==> src/sv/rkh_pkg.sv <==
// ----------------------------------------------------------------------------
// rkh_pkg
// Shared widths, codes and types of the read k-mer hasher.
// ----------------------------------------------------------------------------
package rkh_pkg;

   localparam int CHAR_W    = 8;
   localparam int CODE_W    = 3;
   localparam int THR_W     = 8;
   localparam int LEN_W     = 11;
   localparam int COUNT_W   = 11;
   localparam int SLOT_W    = 10;
   localparam int SEGNUM_W  = 8;
   localparam int WIN_W     = 10;
   localparam int HASH_W    = 16;
   localparam int KIND_W    = 2;
   localparam int ADDR_W    = 4;
   localparam int DATA_W    = 32;
   localparam int WIN_TAPS  = 3;

   localparam int DEFAULT_MAX_READ_LENGTH = 1024;
   localparam int QUEUE_DEPTH             = 4;

   localparam logic [THR_W-1:0]   THR_RESET    = 8'd4;
   localparam logic [THR_W-1:0]   THR_MAX      = 8'd254;
   localparam logic [LEN_W-1:0]   CROP_RESET   = 11'd0;
   localparam logic [LEN_W-1:0]   SEGLEN_RESET = 11'd20;
   localparam logic [COUNT_W-1:0] COUNT_MAX    = 11'd2047;

   localparam logic [1:0] REG_ERR_THRESHOLD  = 2'd0;
   localparam logic [1:0] REG_CROP_LENGTH    = 2'd1;
   localparam logic [1:0] REG_SEGMENT_LENGTH = 2'd2;

   localparam logic [KIND_W-1:0] KIND_WINDOW  = 2'd0;
   localparam logic [KIND_W-1:0] KIND_SEGMENT = 2'd1;
   localparam logic [KIND_W-1:0] KIND_SUMMARY = 2'd2;

   localparam logic [CHAR_W-1:0] CHAR_A       = 8'h41;
   localparam logic [CHAR_W-1:0] CHAR_C       = 8'h43;
   localparam logic [CHAR_W-1:0] CHAR_G       = 8'h47;
   localparam logic [CHAR_W-1:0] CHAR_T       = 8'h54;
   localparam logic [CHAR_W-1:0] CHAR_N       = 8'h4E;
   localparam logic [CHAR_W-1:0] CHAR_LOW_A   = 8'h61;
   localparam logic [CHAR_W-1:0] CHAR_LOW_Z   = 8'h7A;
   localparam logic [CHAR_W-1:0] CASE_OFFSET  = 8'h20;

   localparam logic [CODE_W-1:0] CODE_A     = 3'd0;
   localparam logic [CODE_W-1:0] CODE_C     = 3'd1;
   localparam logic [CODE_W-1:0] CODE_G     = 3'd2;
   localparam logic [CODE_W-1:0] CODE_T     = 3'd3;
   localparam logic [CODE_W-1:0] CODE_OTHER = 3'd4;

   typedef struct packed {
      logic [THR_W-1:0] err_threshold;
      logic [LEN_W-1:0] crop_length;
      logic [LEN_W-1:0] segment_length;
   } cfg_type;

   typedef struct packed {
      logic                win_vld;
      logic [SLOT_W-1:0]   win_slot;
      logic [WIN_W-1:0]    win_hash;
      logic                seg_vld;
      logic [SEGNUM_W-1:0] seg_slot;
      logic [HASH_W-1:0]   seg_hash;
      logic                sum_vld;
      logic [COUNT_W-1:0]  n_total;
      logic                discard;
   } job_type;

endpackage

==> src/sv/read_kmer_hasher_core.sv <==
// ----------------------------------------------------------------------------
// read_kmer_hasher_core
// Rolling base-5 k-mer and segment hasher over a DNA read stream.
// ----------------------------------------------------------------------------
// One base transfer is taken every cycle while the four-entry job queue has
// room. Each base that yields a result becomes one job holding up to three
// results (window hash, segment hash, read summary); the result port issues
// one result per cycle while the receiver is ready, so a base yielding two or
// three results issues them in turn and the queue absorbs the burst. A result
// is registered in the queue and then in the output register. The user must
// write configuration over the register port while idle; the block does not enforce it.
module read_kmer_hasher_core #(
   parameter int MAX_READ_LENGTH = rkh_pkg::DEFAULT_MAX_READ_LENGTH
) (
   input  logic                          clock,
   input  logic                          reset,
   input  logic                          psel,
   input  logic                          penable,
   input  logic                          pwrite,
   input  logic [rkh_pkg::ADDR_W-1:0]    paddr,
   input  logic [rkh_pkg::DATA_W-1:0]    pwdata,
   output logic [rkh_pkg::DATA_W-1:0]    prdata,
   output logic                          pready,
   input  logic                          req_valid,
   output logic                          req_ready,
   input  logic [rkh_pkg::CHAR_W-1:0]    req_base_char,
   input  logic                          req_read_end,
   output logic                          rsp_valid,
   input  logic                          rsp_ready,
   output logic [rkh_pkg::KIND_W-1:0]    rsp_kind,
   output logic [rkh_pkg::SLOT_W-1:0]    rsp_slot,
   output logic [rkh_pkg::HASH_W-1:0]    rsp_hash_value,
   output logic [rkh_pkg::COUNT_W-1:0]   rsp_n_total,
   output logic                          rsp_discard,
   output logic                          rsp_final_flag
);
   import rkh_pkg::*;

   cfg_type cfg;
   job_type push_job;
   job_type head_job;
   logic    push, full, pop, head_valid;

   rkh_csr u_csr (
      .clock   (clock),
      .reset   (reset),
      .psel    (psel),
      .penable (penable),
      .pwrite  (pwrite),
      .paddr   (paddr),
      .pwdata  (pwdata),
      .prdata  (prdata),
      .pready  (pready),
      .cfg     (cfg)
   );

   rkh_front #(
      .MAX_READ_LENGTH (MAX_READ_LENGTH)
   ) u_front (
      .clock         (clock),
      .reset         (reset),
      .cfg           (cfg),
      .req_valid     (req_valid),
      .req_ready     (req_ready),
      .req_base_char (req_base_char),
      .req_read_end  (req_read_end),
      .queue_full    (full),
      .push          (push),
      .push_job      (push_job)
   );

   rkh_queue u_queue (
      .clock      (clock),
      .reset      (reset),
      .push       (push),
      .push_job   (push_job),
      .full       (full),
      .pop        (pop),
      .head_valid (head_valid),
      .head_job   (head_job)
   );

   rkh_back u_back (
      .clock          (clock),
      .reset          (reset),
      .head_valid     (head_valid),
      .head_job       (head_job),
      .pop            (pop),
      .rsp_valid      (rsp_valid),
      .rsp_ready      (rsp_ready),
      .rsp_kind       (rsp_kind),
      .rsp_slot       (rsp_slot),
      .rsp_hash_value (rsp_hash_value),
      .rsp_n_total    (rsp_n_total),
      .rsp_discard    (rsp_discard),
      .rsp_final_flag (rsp_final_flag)
   );

endmodule

==> src/sv/rkh_csr.sv <==
// ----------------------------------------------------------------------------
// rkh_csr
// Configuration registers behind the register bus port.
// ----------------------------------------------------------------------------
module rkh_csr (
   input  logic                         clock,
   input  logic                         reset,
   input  logic                         psel,
   input  logic                         penable,
   input  logic                         pwrite,
   input  logic [rkh_pkg::ADDR_W-1:0]   paddr,
   input  logic [rkh_pkg::DATA_W-1:0]   pwdata,
   output logic [rkh_pkg::DATA_W-1:0]   prdata,
   output logic                         pready,
   output rkh_pkg::cfg_type             cfg
);
   import rkh_pkg::*;

   logic [THR_W-1:0] thr_ff, thr_in;
   logic [LEN_W-1:0] crop_ff, crop_in;
   logic [LEN_W-1:0] seglen_ff, seglen_in;
   logic             wr_en;
   logic [1:0]       reg_idx;

   assign pready  = 1'b1;
   assign reg_idx = paddr[ADDR_W-1:2];
   assign wr_en   = psel && penable && pwrite;

   always_comb begin
      thr_in    = thr_ff;
      crop_in   = crop_ff;
      seglen_in = seglen_ff;
      if (wr_en) begin
         case (reg_idx)
            REG_ERR_THRESHOLD:  thr_in    = pwdata[THR_W-1:0];
            REG_CROP_LENGTH:    crop_in   = pwdata[LEN_W-1:0];
            REG_SEGMENT_LENGTH: seglen_in = pwdata[LEN_W-1:0];
            default: ;
         endcase
      end
   end

   always_comb begin
      case (reg_idx)
         REG_ERR_THRESHOLD:  prdata = DATA_W'(thr_ff);
         REG_CROP_LENGTH:    prdata = DATA_W'(crop_ff);
         REG_SEGMENT_LENGTH: prdata = DATA_W'(seglen_ff);
         default:            prdata = '0;
      endcase
   end

   always_ff @(posedge clock) begin
      if (reset) begin
         thr_ff    <= THR_RESET;
         crop_ff   <= CROP_RESET;
         seglen_ff <= SEGLEN_RESET;
      end else begin
         thr_ff    <= thr_in;
         crop_ff   <= crop_in;
         seglen_ff <= seglen_in;
      end
   end

   assign cfg.err_threshold  = thr_ff;
   assign cfg.crop_length    = crop_ff;
   assign cfg.segment_length = seglen_ff;

endmodule

==> src/sv/rkh_front.sv <==
// ----------------------------------------------------------------------------
// rkh_front
// Base intake: codes each base, advances the read state and forms a job.
// ----------------------------------------------------------------------------
module rkh_front #(
   parameter int MAX_READ_LENGTH = rkh_pkg::DEFAULT_MAX_READ_LENGTH
) (
   input  logic                         clock,
   input  logic                         reset,
   input  rkh_pkg::cfg_type             cfg,
   input  logic                         req_valid,
   output logic                         req_ready,
   input  logic [rkh_pkg::CHAR_W-1:0]   req_base_char,
   input  logic                         req_read_end,
   input  logic                         queue_full,
   output logic                         push,
   output rkh_pkg::job_type             push_job
);
   import rkh_pkg::*;

   localparam int POS_W = $clog2(MAX_READ_LENGTH + 1);
   localparam int CMP_W = (POS_W > LEN_W) ? POS_W : LEN_W;
   localparam logic [CMP_W-1:0] MAX_LEN = CMP_W'(MAX_READ_LENGTH);

   logic [POS_W-1:0]    pos_ff, pos_in;
   logic [CODE_W-1:0]   taps_ff [WIN_TAPS], taps_in [WIN_TAPS];
   logic [COUNT_W-1:0]  n_ff, n_in;
   logic [HASH_W-1:0]   acc_ff, acc_in;
   logic [SEGNUM_W-1:0] segnum_ff, segnum_in;
   logic [LEN_W-1:0]    fill_ff, fill_in;

   logic                take;
   logic [CHAR_W-1:0]   upper;
   logic [CODE_W-1:0]   code;
   logic [THR_W-1:0]    thr;
   logic [CMP_W-1:0]    limit;
   logic                keep;
   logic                seg_active;
   logic [HASH_W-1:0]   acc_next;
   logic [LEN_W-1:0]    fill_next;
   logic                seg_done;
   logic [COUNT_W-1:0]  n_next;

   assign req_ready = !queue_full;
   assign take      = req_valid && req_ready;

   always_comb begin
      upper = req_base_char;
      if (req_base_char inside {[CHAR_LOW_A:CHAR_LOW_Z]}) begin
         upper = req_base_char - CASE_OFFSET;
      end
      case (upper)
         CHAR_A:  code = CODE_A;
         CHAR_C:  code = CODE_C;
         CHAR_G:  code = CODE_G;
         CHAR_T:  code = CODE_T;
         default: code = CODE_OTHER;
      endcase
   end

   assign thr   = (cfg.err_threshold > THR_MAX) ? THR_MAX : cfg.err_threshold;
   assign limit = (cfg.crop_length != '0 && CMP_W'(cfg.crop_length) < MAX_LEN)
                  ? CMP_W'(cfg.crop_length) : MAX_LEN;
   assign keep  = CMP_W'(pos_ff) < limit;

   assign seg_active = keep && (cfg.segment_length != '0) && (segnum_ff <= thr);
   assign acc_next   = {acc_ff[HASH_W-3:0], 2'b00} + acc_ff + HASH_W'(code);
   assign fill_next  = fill_ff + LEN_W'(1);
   assign seg_done   = seg_active && (fill_next >= cfg.segment_length);
   assign n_next     = (keep && upper == CHAR_N && n_ff < COUNT_MAX)
                       ? n_ff + COUNT_W'(1) : n_ff;

   always_comb begin
      push_job.win_vld  = keep && (pos_ff >= POS_W'(3));
      push_job.win_slot = SLOT_W'(pos_ff - POS_W'(3));
      push_job.win_hash = WIN_W'(taps_ff[2]) * WIN_W'(125)
                        + WIN_W'(taps_ff[1]) * WIN_W'(25)
                        + WIN_W'(taps_ff[0]) * WIN_W'(5)
                        + WIN_W'(code);
      push_job.seg_vld  = seg_done;
      push_job.seg_slot = segnum_ff;
      push_job.seg_hash = acc_next;
      push_job.sum_vld  = req_read_end;
      push_job.n_total  = n_next;
      push_job.discard  = n_next > COUNT_W'(thr);
   end

   assign push = take && (push_job.win_vld || push_job.seg_vld || push_job.sum_vld);

   always_comb begin
      pos_in    = pos_ff;
      taps_in   = taps_ff;
      n_in      = n_ff;
      acc_in    = acc_ff;
      segnum_in = segnum_ff;
      fill_in   = fill_ff;
      if (take) begin
         if (keep) begin
            pos_in     = pos_ff + POS_W'(1);
            taps_in[0] = code;
            taps_in[1] = taps_ff[0];
            taps_in[2] = taps_ff[1];
            n_in       = n_next;
         end
         if (seg_active) begin
            if (seg_done) begin
               acc_in    = '0;
               fill_in   = '0;
               segnum_in = segnum_ff + SEGNUM_W'(1);
            end else begin
               acc_in  = acc_next;
               fill_in = fill_next;
            end
         end
         if (req_read_end) begin
            pos_in    = '0;
            taps_in   = '{default: '0};
            n_in      = '0;
            acc_in    = '0;
            segnum_in = '0;
            fill_in   = '0;
         end
      end
   end

   always_ff @(posedge clock) begin
      if (reset) begin
         pos_ff    <= '0;
         taps_ff   <= '{default: '0};
         n_ff      <= '0;
         acc_ff    <= '0;
         segnum_ff <= '0;
         fill_ff   <= '0;
      end else begin
         pos_ff    <= pos_in;
         taps_ff   <= taps_in;
         n_ff      <= n_in;
         acc_ff    <= acc_in;
         segnum_ff <= segnum_in;
         fill_ff   <= fill_in;
      end
   end

endmodule

==> src/sv/rkh_queue.sv <==
// ----------------------------------------------------------------------------
// rkh_queue
// Short job queue between base intake and result issue.
// ----------------------------------------------------------------------------
module rkh_queue (
   input  logic              clock,
   input  logic              reset,
   input  logic              push,
   input  rkh_pkg::job_type  push_job,
   output logic              full,
   input  logic              pop,
   output logic              head_valid,
   output rkh_pkg::job_type  head_job
);
   import rkh_pkg::*;

   localparam int PTR_W = $clog2(QUEUE_DEPTH);
   localparam int CNT_W = $clog2(QUEUE_DEPTH + 1);

   job_type            slots_ff [QUEUE_DEPTH];
   logic [PTR_W-1:0]   wr_ptr_ff, wr_ptr_in;
   logic [PTR_W-1:0]   rd_ptr_ff, rd_ptr_in;
   logic [CNT_W-1:0]   count_ff, count_in;
   logic               do_push, do_pop;

   assign full       = count_ff == CNT_W'(QUEUE_DEPTH);
   assign head_valid = count_ff != '0;
   assign head_job   = slots_ff[rd_ptr_ff];
   assign do_push    = push && !full;
   assign do_pop     = pop && head_valid;

   always_comb begin
      wr_ptr_in = wr_ptr_ff;
      rd_ptr_in = rd_ptr_ff;
      count_in  = count_ff;
      if (do_push) begin
         wr_ptr_in = (wr_ptr_ff == PTR_W'(QUEUE_DEPTH - 1)) ? '0 : wr_ptr_ff + PTR_W'(1);
      end
      if (do_pop) begin
         rd_ptr_in = (rd_ptr_ff == PTR_W'(QUEUE_DEPTH - 1)) ? '0 : rd_ptr_ff + PTR_W'(1);
      end
      if (do_push && !do_pop) begin
         count_in = count_ff + CNT_W'(1);
      end else if (do_pop && !do_push) begin
         count_in = count_ff - CNT_W'(1);
      end
   end

   always_ff @(posedge clock) begin
      if (reset) begin
         wr_ptr_ff <= '0;
         rd_ptr_ff <= '0;
         count_ff  <= '0;
      end else begin
         wr_ptr_ff <= wr_ptr_in;
         rd_ptr_ff <= rd_ptr_in;
         count_ff  <= count_in;
      end
   end

   always_ff @(posedge clock) begin
      if (do_push) begin
         slots_ff[wr_ptr_ff] <= push_job;
      end
   end

endmodule

==> src/sv/rkh_back.sv <==
// ----------------------------------------------------------------------------
// rkh_back
// Result issue: unpacks each job into window, segment and summary results.
// ----------------------------------------------------------------------------
module rkh_back (
   input  logic                          clock,
   input  logic                          reset,
   input  logic                          head_valid,
   input  rkh_pkg::job_type              head_job,
   output logic                          pop,
   output logic                          rsp_valid,
   input  logic                          rsp_ready,
   output logic [rkh_pkg::KIND_W-1:0]    rsp_kind,
   output logic [rkh_pkg::SLOT_W-1:0]    rsp_slot,
   output logic [rkh_pkg::HASH_W-1:0]    rsp_hash_value,
   output logic [rkh_pkg::COUNT_W-1:0]   rsp_n_total,
   output logic                          rsp_discard,
   output logic                          rsp_final_flag
);
   import rkh_pkg::*;

   logic [2:0]          done_ff, done_in;
   logic                valid_ff, valid_in;
   logic [KIND_W-1:0]   kind_ff, kind_in;
   logic [SLOT_W-1:0]   slot_ff, slot_in;
   logic [HASH_W-1:0]   hash_ff, hash_in;
   logic [COUNT_W-1:0]  ntot_ff, ntot_in;
   logic                disc_ff, disc_in;
   logic                final_ff, final_in;

   logic [2:0]          pending;
   logic [2:0]          pick;
   logic                load;

   assign pending = {head_job.sum_vld, head_job.seg_vld, head_job.win_vld} & ~done_ff;
   assign load    = head_valid && (!valid_ff || rsp_ready);

   always_comb begin
      pick    = 3'b000;
      kind_in = kind_ff;
      slot_in = slot_ff;
      hash_in = hash_ff;
      ntot_in = ntot_ff;
      disc_in = disc_ff;
      if (pending[0]) begin
         pick    = 3'b001;
         kind_in = KIND_WINDOW;
         slot_in = head_job.win_slot;
         hash_in = HASH_W'(head_job.win_hash);
         ntot_in = '0;
         disc_in = 1'b0;
      end else if (pending[1]) begin
         pick    = 3'b010;
         kind_in = KIND_SEGMENT;
         slot_in = SLOT_W'(head_job.seg_slot);
         hash_in = head_job.seg_hash;
         ntot_in = '0;
         disc_in = 1'b0;
      end else begin
         pick    = 3'b100;
         kind_in = KIND_SUMMARY;
         slot_in = '0;
         hash_in = '0;
         ntot_in = head_job.n_total;
         disc_in = head_job.discard;
      end
      final_in = (pending & ~pick) == 3'b000;
      if (!load) begin
         kind_in  = kind_ff;
         slot_in  = slot_ff;
         hash_in  = hash_ff;
         ntot_in  = ntot_ff;
         disc_in  = disc_ff;
         final_in = final_ff;
      end
   end

   assign pop = load && final_in;

   always_comb begin
      done_in  = done_ff;
      valid_in = valid_ff;
      if (load) begin
         valid_in = 1'b1;
         done_in  = final_in ? 3'b000 : (done_ff | pick);
      end else if (rsp_ready) begin
         valid_in = 1'b0;
      end
   end

   always_ff @(posedge clock) begin
      if (reset) begin
         done_ff  <= '0;
         valid_ff <= 1'b0;
      end else begin
         done_ff  <= done_in;
         valid_ff <= valid_in;
      end
   end

   always_ff @(posedge clock) begin
      kind_ff  <= kind_in;
      slot_ff  <= slot_in;
      hash_ff  <= hash_in;
      ntot_ff  <= ntot_in;
      disc_ff  <= disc_in;
      final_ff <= final_in;
   end

   assign rsp_valid      = valid_ff;
   assign rsp_kind       = kind_ff;
   assign rsp_slot       = slot_ff;
   assign rsp_hash_value = hash_ff;
   assign rsp_n_total    = ntot_ff;
   assign rsp_discard    = disc_ff;
   assign rsp_final_flag = final_ff;

endmodule

==> config.mk <==
export PLATFORM = sky130hd
export DESIGN_NAME = read_kmer_hasher_core
export DESIGN_NICKNAME = d
export VERILOG_FILES = /design/src/sv/rkh_pkg.sv /design/src/sv/read_kmer_hasher_core.sv /design/src/sv/rkh_csr.sv /design/src/sv/rkh_front.sv /design/src/sv/rkh_queue.sv /design/src/sv/rkh_back.sv
export SDC_FILE = /design/constraint.sdc
export NUM_CORES = 1
export LEC_CHECK = 0
export ABC_AREA = 1
export BUFFER_PORTS_ARGS = -buffer_cell sky130_fd_sc_hd__buf_2
export CORE_MARGIN = 2
export CORE_UTILIZATION = 46
export DETAILED_ROUTE_END_ITERATION = 10
export PLACE_DENSITY = 0.71
export SYNTH_ARGS = -nofsm -noshare
export SYNTH_HDL_FRONTEND = slang
export SYNTH_SLANG_ARGS = --single-unit
==> constraint.sdc <==
create_clock -name clock -period 7.55 [get_ports clock]
set_clock_uncertainty 0.05 [all_clocks]
set_input_delay 0.3775 -clock clock [delete_from_list [all_inputs] [get_ports clock]]
set_output_delay 0.3775 -clock clock [all_outputs]
set_load 0.03 [all_outputs]
After elaboration in Yosys (flattened, before gate mapping)
Memory sizes are Yosys's and may differ from the RTL's. A register that Yosys moved wholly into a read port is not among the register bits.
Cells that the tools add are included.

word-level totals
  register bits = 148
  RAM bits = 236
  input bits = 52
  output and inout port bits = 76
  word-level logic and storage cells = 151
  memories kept = 1

memories
  name              words  width  read ports  clocked after memory_dff  wr ports  line             source
  u_queue.slots_ff  4      59     1           1                         1         rkh_queue.sv:20  job_type slots_ff [QUEUE_DEPTH];

cells by class
  add/sub/neg operators = 15
  multipliers = 3
  order comparisons = 10
  eq/ne operators = 10
  multiplexer cells = 40
  bitwise logic cells = 6
  reduce and logical (&&, ||, !) cells = 43

operator list
  cell                                                                                   number
  11-bit 2-to-1 mux                                                                      9
  16-bit 2-to-1 mux                                                                      3
  8-bit 2-to-1 mux                                                                       6
  8-bit by 7-bit equality test with 1-bit output (second input constant)                 5
  11-bit by 1-bit adder with 11-bit output (second input constant)                       3
  11-bit case mux with 3 select lines                                                    1
  10-bit 2-to-1 mux                                                                      3
  11-bit less-than comparator (second input constant)                                    2
  11-bit nonzero test                                                                    2
  1-bit logical AND                                                                      18
  9-bit 2-to-1 mux                                                                       2
  16-bit adder                                                                           1
  16-bit by 3-bit adder with 16-bit output                                               1
  3-bit 2-to-1 mux                                                                       5
  3-bit case mux with 4 select lines                                                     1
  11-bit greater-or-equal comparator                                                     1
  11-bit by 2-bit greater-or-equal comparator with 1-bit output (second input constant)  1
  11-bit by 8-bit greater-than comparator with 1-bit output                              1
  11-bit less-than comparator                                                            1
  10-bit by 3-bit adder with 10-bit output                                               1
  10-bit by 6-bit adder with 10-bit output                                               1
  10-bit by 8-bit adder with 10-bit output                                               1
  3-bit by 7-bit multiplier with 10-bit output (second input constant)                   1
  2-bit 2-to-1 mux                                                                       5
  29 further kinds                                                                       52

Depth between registers and ports, before layout
  depth in word-level cells = 15
  mapped depth = 26
  depth with buffers taken out = 26

Modules after synthesis
From an unflattened synthesis, not the netlist that was laid out.

unflattened totals
  cells, all modules = 2,005
  area, all modules = 19,621.3 sq um

modules (own cells, without submodules)
  module     instances  cells each  area each (sq um)  seq. area each (sq um)
  rkh_queue  1          640         9,217.6            7,267.0
  rkh_front  1          974         6,902.9            1,321.3
  rkh_back   1          139         1,839.3            1,311.3
  rkh_csr    1          252         1,661.6            600.6

Worst setup path after synthesis
OpenSTA, ideal clock, no wires.

  path kind = register to register
  start point = register u_csr.crop_ff[7]
  end point = memory u_queue.slots_ff[0][0] in the netlist's numbering, enable pin
  library setup time = 0.476 ns
  arrival time = 4.753 ns
  required time = 7.024 ns
  setup slack = 2.270 ns
  cell stages (with the launch flop) = 16
  path buffers = 0
  clock period less this slack = 5.280 ns
  cell sequence = dfxtp_1 > inv_1 > nand2_1 > nor2_1 > a21oi_1 > nand2_1 > ha_1 > a21oi_1 > o21ai_0 > nand2_1 > nand3_1 > a21oi_4 > nand2_1 > nand3_1 > nand2_1 > nor2_1

on the way
  longest elaborated chain between the ends = 13
  elaborated cells on any way between the ends = 15
  those cells by class = order compare: 2; mux: 3; reduce/logical: 10

ends and longest elaborated chain
  item                                                                       line             source
  start, declared                                                            rkh_csr.sv:20    logic [LEN_W-1:0] crop_ff, crop_in;
  start signal, assigned                                                     rkh_csr.sv:59    crop_ff <= crop_in;
  11-bit less-than comparator / 11-bit nonzero test (equally long branches)  rkh_front.sv:62  assign limit = (cfg.crop_length != '0 && CMP_W'(cfg.crop_length) < MAX_LEN)
  1-bit logical AND                                                          rkh_front.sv:62
  11-bit 2-to-1 mux (*)                                                      rkh_front.sv:63  ? CMP_W'(cfg.crop_length) : MAX_LEN;
  11-bit less-than comparator (*)                                            rkh_front.sv:64  assign keep = CMP_W'(pos_ff) < limit;
  1-bit logical AND (2 in a row)                                             rkh_front.sv:66  assign seg_active = keep && (cfg.segment_length != '0) && (segnum_ff <= thr);
  1-bit logical AND                                                          rkh_front.sv:69  assign seg_done = seg_active && (fill_next >= cfg.segment_length);
  1-bit logical OR (*) (2 in a row)                                          rkh_front.sv:88  assign push = take && (push_job.win_vld || push_job.seg_vld || push_job.sum_vld);
  1-bit logical AND (*)                                                      rkh_front.sv:88
  1-bit logical AND (*)                                                      rkh_queue.sv:29  assign do_push = push && !full;
  1-bit 2-to-1 mux (*)                                                       rkh_queue.sv:62  if (do_push) begin
  1-bit 2-to-1 mux (not written as such) (*)                                 rkh_queue.sv:63  slots_ff[wr_ptr_ff] <= push_job;
  end, declared                                                              rkh_queue.sv:20

Every way passes the cells marked *; elsewhere a longest branch is shown, timed or not.

==> results by group <==
Clocking
  – Worst skew pair latency: roughly 550 ps
  – Setup bufs post-CTS: 0
  – Total CTS buffers: 40
  – H-tree depth: 2
  – Clock sinks: just under 400
  – Clock root buffer: clkbuf_16
  – Max clock buf depth: 3
  – TritonCTS clock tree: built
  – CTS clk-pin slew, worst paths: around 60 ps
  – Hold buffers post-CTS: 0
  – Post-CTS Resized: 0

STA
  – Slew @ Worst Pin: between 1000 and 1500 ps
  – RSZ-0062 raised after global routing: false
  – Hold_ws: roughly 55 ps
  – Rel. slew slack: a little over a fifth
  – TNS Setup: 0 ps
  – Max Fclk: about 0.2 GHz
  – Final period utilization: approximately two thirds
  – Max-slew violation count: 0
  – Final worst path period need: about 5000 ps
  – Setup Viol. Count Final: 0
  – Final number of hold-violating endpoints: 0

Route
  – M1 WL: about 18 mm
  – Drt first pass iters: 7
  – # DRC: 0
  – WL final: 42.6 mm
  – Antenna Nets Post-Route: 0
  – Vias: about 14000
  – Top Layer Used: met5
  – Initial DRC count: ~840
  – Via density: 5.46
  – Mean routed wirelength per cell: 17.1 um
  – Routed length on met2: 21.1 mm
  – Met3 wire len: around 2.3 mm

Final layout
  – Layout cells sized above 1: a little under a tenth
  – Fin nets: around 2100
  – Final instance area: approximately 0.021 mm2
  – Commonest non-fill, non-tap cell in the layout: edfxtp_1
  – Final cell count without fillers: around 2500
  – Antenna diode count: 0
  – Area Overhead vs Synth: 11.3%
  – Most frequent cells in the layout: edfxtp_1, nor2_1, nand2_1, o21ai_0, inv_1

Global routing
  – GRT Overall Usage: 20.4%
  – First-pass GRT wire length: 68.7 mm
  – Largest net degree at the start of global routing: 93
  – Initial antenna violation count: 1
  – Vias in the first global route: approximately 14000
  – Gr ovfl total: 0

Hold path
  – Hold WC Path Type: in2reg
  – Hold-critical path depth: 3
  – Min-delay src: pwdata[2]
  – WHS Endpoint: u_csr.seglen_ff[2]$_SDFFE_PP1P_

Power
  – Overall power: ~6400 uW
  – P_leak: between 0.008 and 0.009 uW
  – VDD IR max: 0.170 mV
  – PD cells: approximately 310 mW/mm2

Yosys
  – Largest cells by area after synthesis: edfxtp_1, dfxtp_1, ha_1
  – Yosys top cell by area: edfxtp_1
  – Synth Instances: about 1900
  – Post-synth EDFFs: about 280
  – Ys flop type: edfxtp_1
  – FFs w/ async S/R, synth: 0%
  – Flops & latches, synth: between 300 and 400
  – Yosys top cell area share: 44.2%
  – Synth Area per Inst: about 10 um2
  – Distinct cells, synth: 44
  – Warnings from Yosys: 0
  – Mapped cell area: 0.0188 mm2
  – Seq/Total Area, Yosys: 55.9%

Placed design
  – DPL Wire Length: about 28 mm
  – GP Congestion: about 0.95
  – Placed Cells: approximately 2400
  – IO Port Bufs: between 80 and 90
  – Post-DP Area: a little under 0.02 mm2

Setup path
  – R2R cell count: 24
  – R2R Path End: u_queue.slots_ff[1][0]$_DFFE_PP_
  – WS Path Type: reg2reg
  – Crit-path max FO: 12
  – Critical Path AT: 5240 ps
  – Reg2reg start: u_csr.crop_ff[4]$_SDFFE_PP0P_
  – R2R Setup Slk: 2540 ps
  – CP Capture Type: flip-flop
  – Required @ worst endpoint: between 7000 and 8000 ps
  – Critical Path Start Type: flip-flop

Die
  – CORE AREA: around 0.04 mm2
  – Starting density of the core: between 40 and 50%
  – Die area: approximately 0.042 mm2
  – Die X: around 210 um
  – IO Pins: 128
  – Die H: between 200 and 250 um
  – Rows: 73

Run
  – Max Cap Viol: 0

Status
  – Outcome: finished, final reports clean
synthesized netlist by cell type (all sizes together) (4+ instances only):
cell type	instances
edfxtp	276
nor2	262
nand2	247
o21ai	167
inv	152
a21oi	149
dfxtp	110
ha	107
nand3	80
clkbuf	58
xor2	47
o22ai	41
buf	38
fa	20
a22o	18
nand4	17
nor3	12
xnor2	12
nor4	9
and2	8
o221ai	8
nand3b	7
a21o	5
a31oi	4
o211ai	4
cell families after synthesis:
| group | Yosys count | share of synthesized area [%] |
|---|---|---|
| xor+xnor | 59 | 2.75 |
| simple gates | 646 | 14.4 |
| fa+ha+maj | 127 | 9.27 |
| compound gates | 406 | 12.0 |
| buf+inv | 251 | 5.64 |
| other cells | 2 | 0.0400 |
| flops | 386 | 55.9 |
critical path, stage by stage, from the launching register on:
cell and delay, ps:
dfxtp_1 420, nor2_1 70, nand2_1 80, nor2_1 50
a21oi_1 540, nand2_1 110, ha_1 320, a21oi_1 150
o21ai_0 110, nand2_1 90, nand3_1 130, inv_1 130
nand4_1 460, inv_1 440, nand2_1 110, and2_1 240
ha_1 320, nand2_1 100, nor2_1 50, a211oi_1 160
o211ai_1 110, a21oi_1 140, nor2_1 90, nor2_1 150
nand2_1 110
metal layers:
layer | track usage [%] | vias to the layer above
met3 | 3.00 | 88
li1 | - | 6587
met2 | 36.2 | 398
met5 | 0 | -
met4 | 7.02 | 2
met1 | 25.5 | 6537
per-stage QoR:
stage               utilization, %  setup slack [ps]
finish                        52.2              2540
detailed placement            49.0              2140
global placement              49.0              2170
floorplan                        -              2270
global route                  52.2              2090
CTS                           52.2              2650
worst max path at each step:
stage,from,to,slack [ps]
6_report,u_csr.crop_ff[4]$_SDFFE_PP0P_,u_queue.slots_ff[1][0]$_DFFE_PP_,2540
5_1_grt,u_csr.crop_ff[4]$_SDFFE_PP0P_,u_queue.slots_ff[1][0]$_DFFE_PP_,2090
4_1_cts,req_base_char[5],u_queue.slots_ff[2][46]$_DFFE_PP_,2650
3_5_place_dp,req_base_char[5],u_queue.slots_ff[1][46]$_DFFE_PP_,2140
3_3_place_gp,req_base_char[5],u_queue.slots_ff[0][46]$_DFFE_PP_,2170
2_1_floorplan,u_csr.crop_ff[7]$_SDFFE_PP0P_,u_queue.slots_ff[0][0]$_DFFE_PP_,2270
final cells by class:
| cell class | instances | area (um2) |
|---|---|---|
| clock inverters | 17 | 180 |
| clock buffers | 55 | 1110 |
| fillers | 3544 | 19100 |
| flip-flops and latches | 386 | 10500 |
| repair buffers | 96 | 515 |
| multi-input cells | 1260 | 7340 |
| inverters | 155 | 582 |
| well taps | 525 | 657 |
sequential cells by signal (all words and copies together) (netlist names), 9 cells and up, named ones only:
name,flops
u_back.rsp_hash_value,16
u_front.acc_ff,16
u_queue.slots_ff,236
u_front.pos_ff,11
u_back.rsp_n_total,11
u_front.n_ff,11
u_csr.seglen_ff,11
u_back.rsp_slot,10
u_csr.crop_ff,11
u_front.fill_ff,11
u_front.taps_ff,9
power breakdown:
| group | total (uW) | internal [uW] | switching, uW | leakage (uW) |
|---|---|---|---|---|
| Sequential | 2710 | 2570 | 135 | 0.00340 |
| Clock | 1950 | 1140 | 813 | 0.000631 |
| Combinational | 1780 | 485 | 1300 | 0.00425 |
Power figures use the tool's default switching activity.
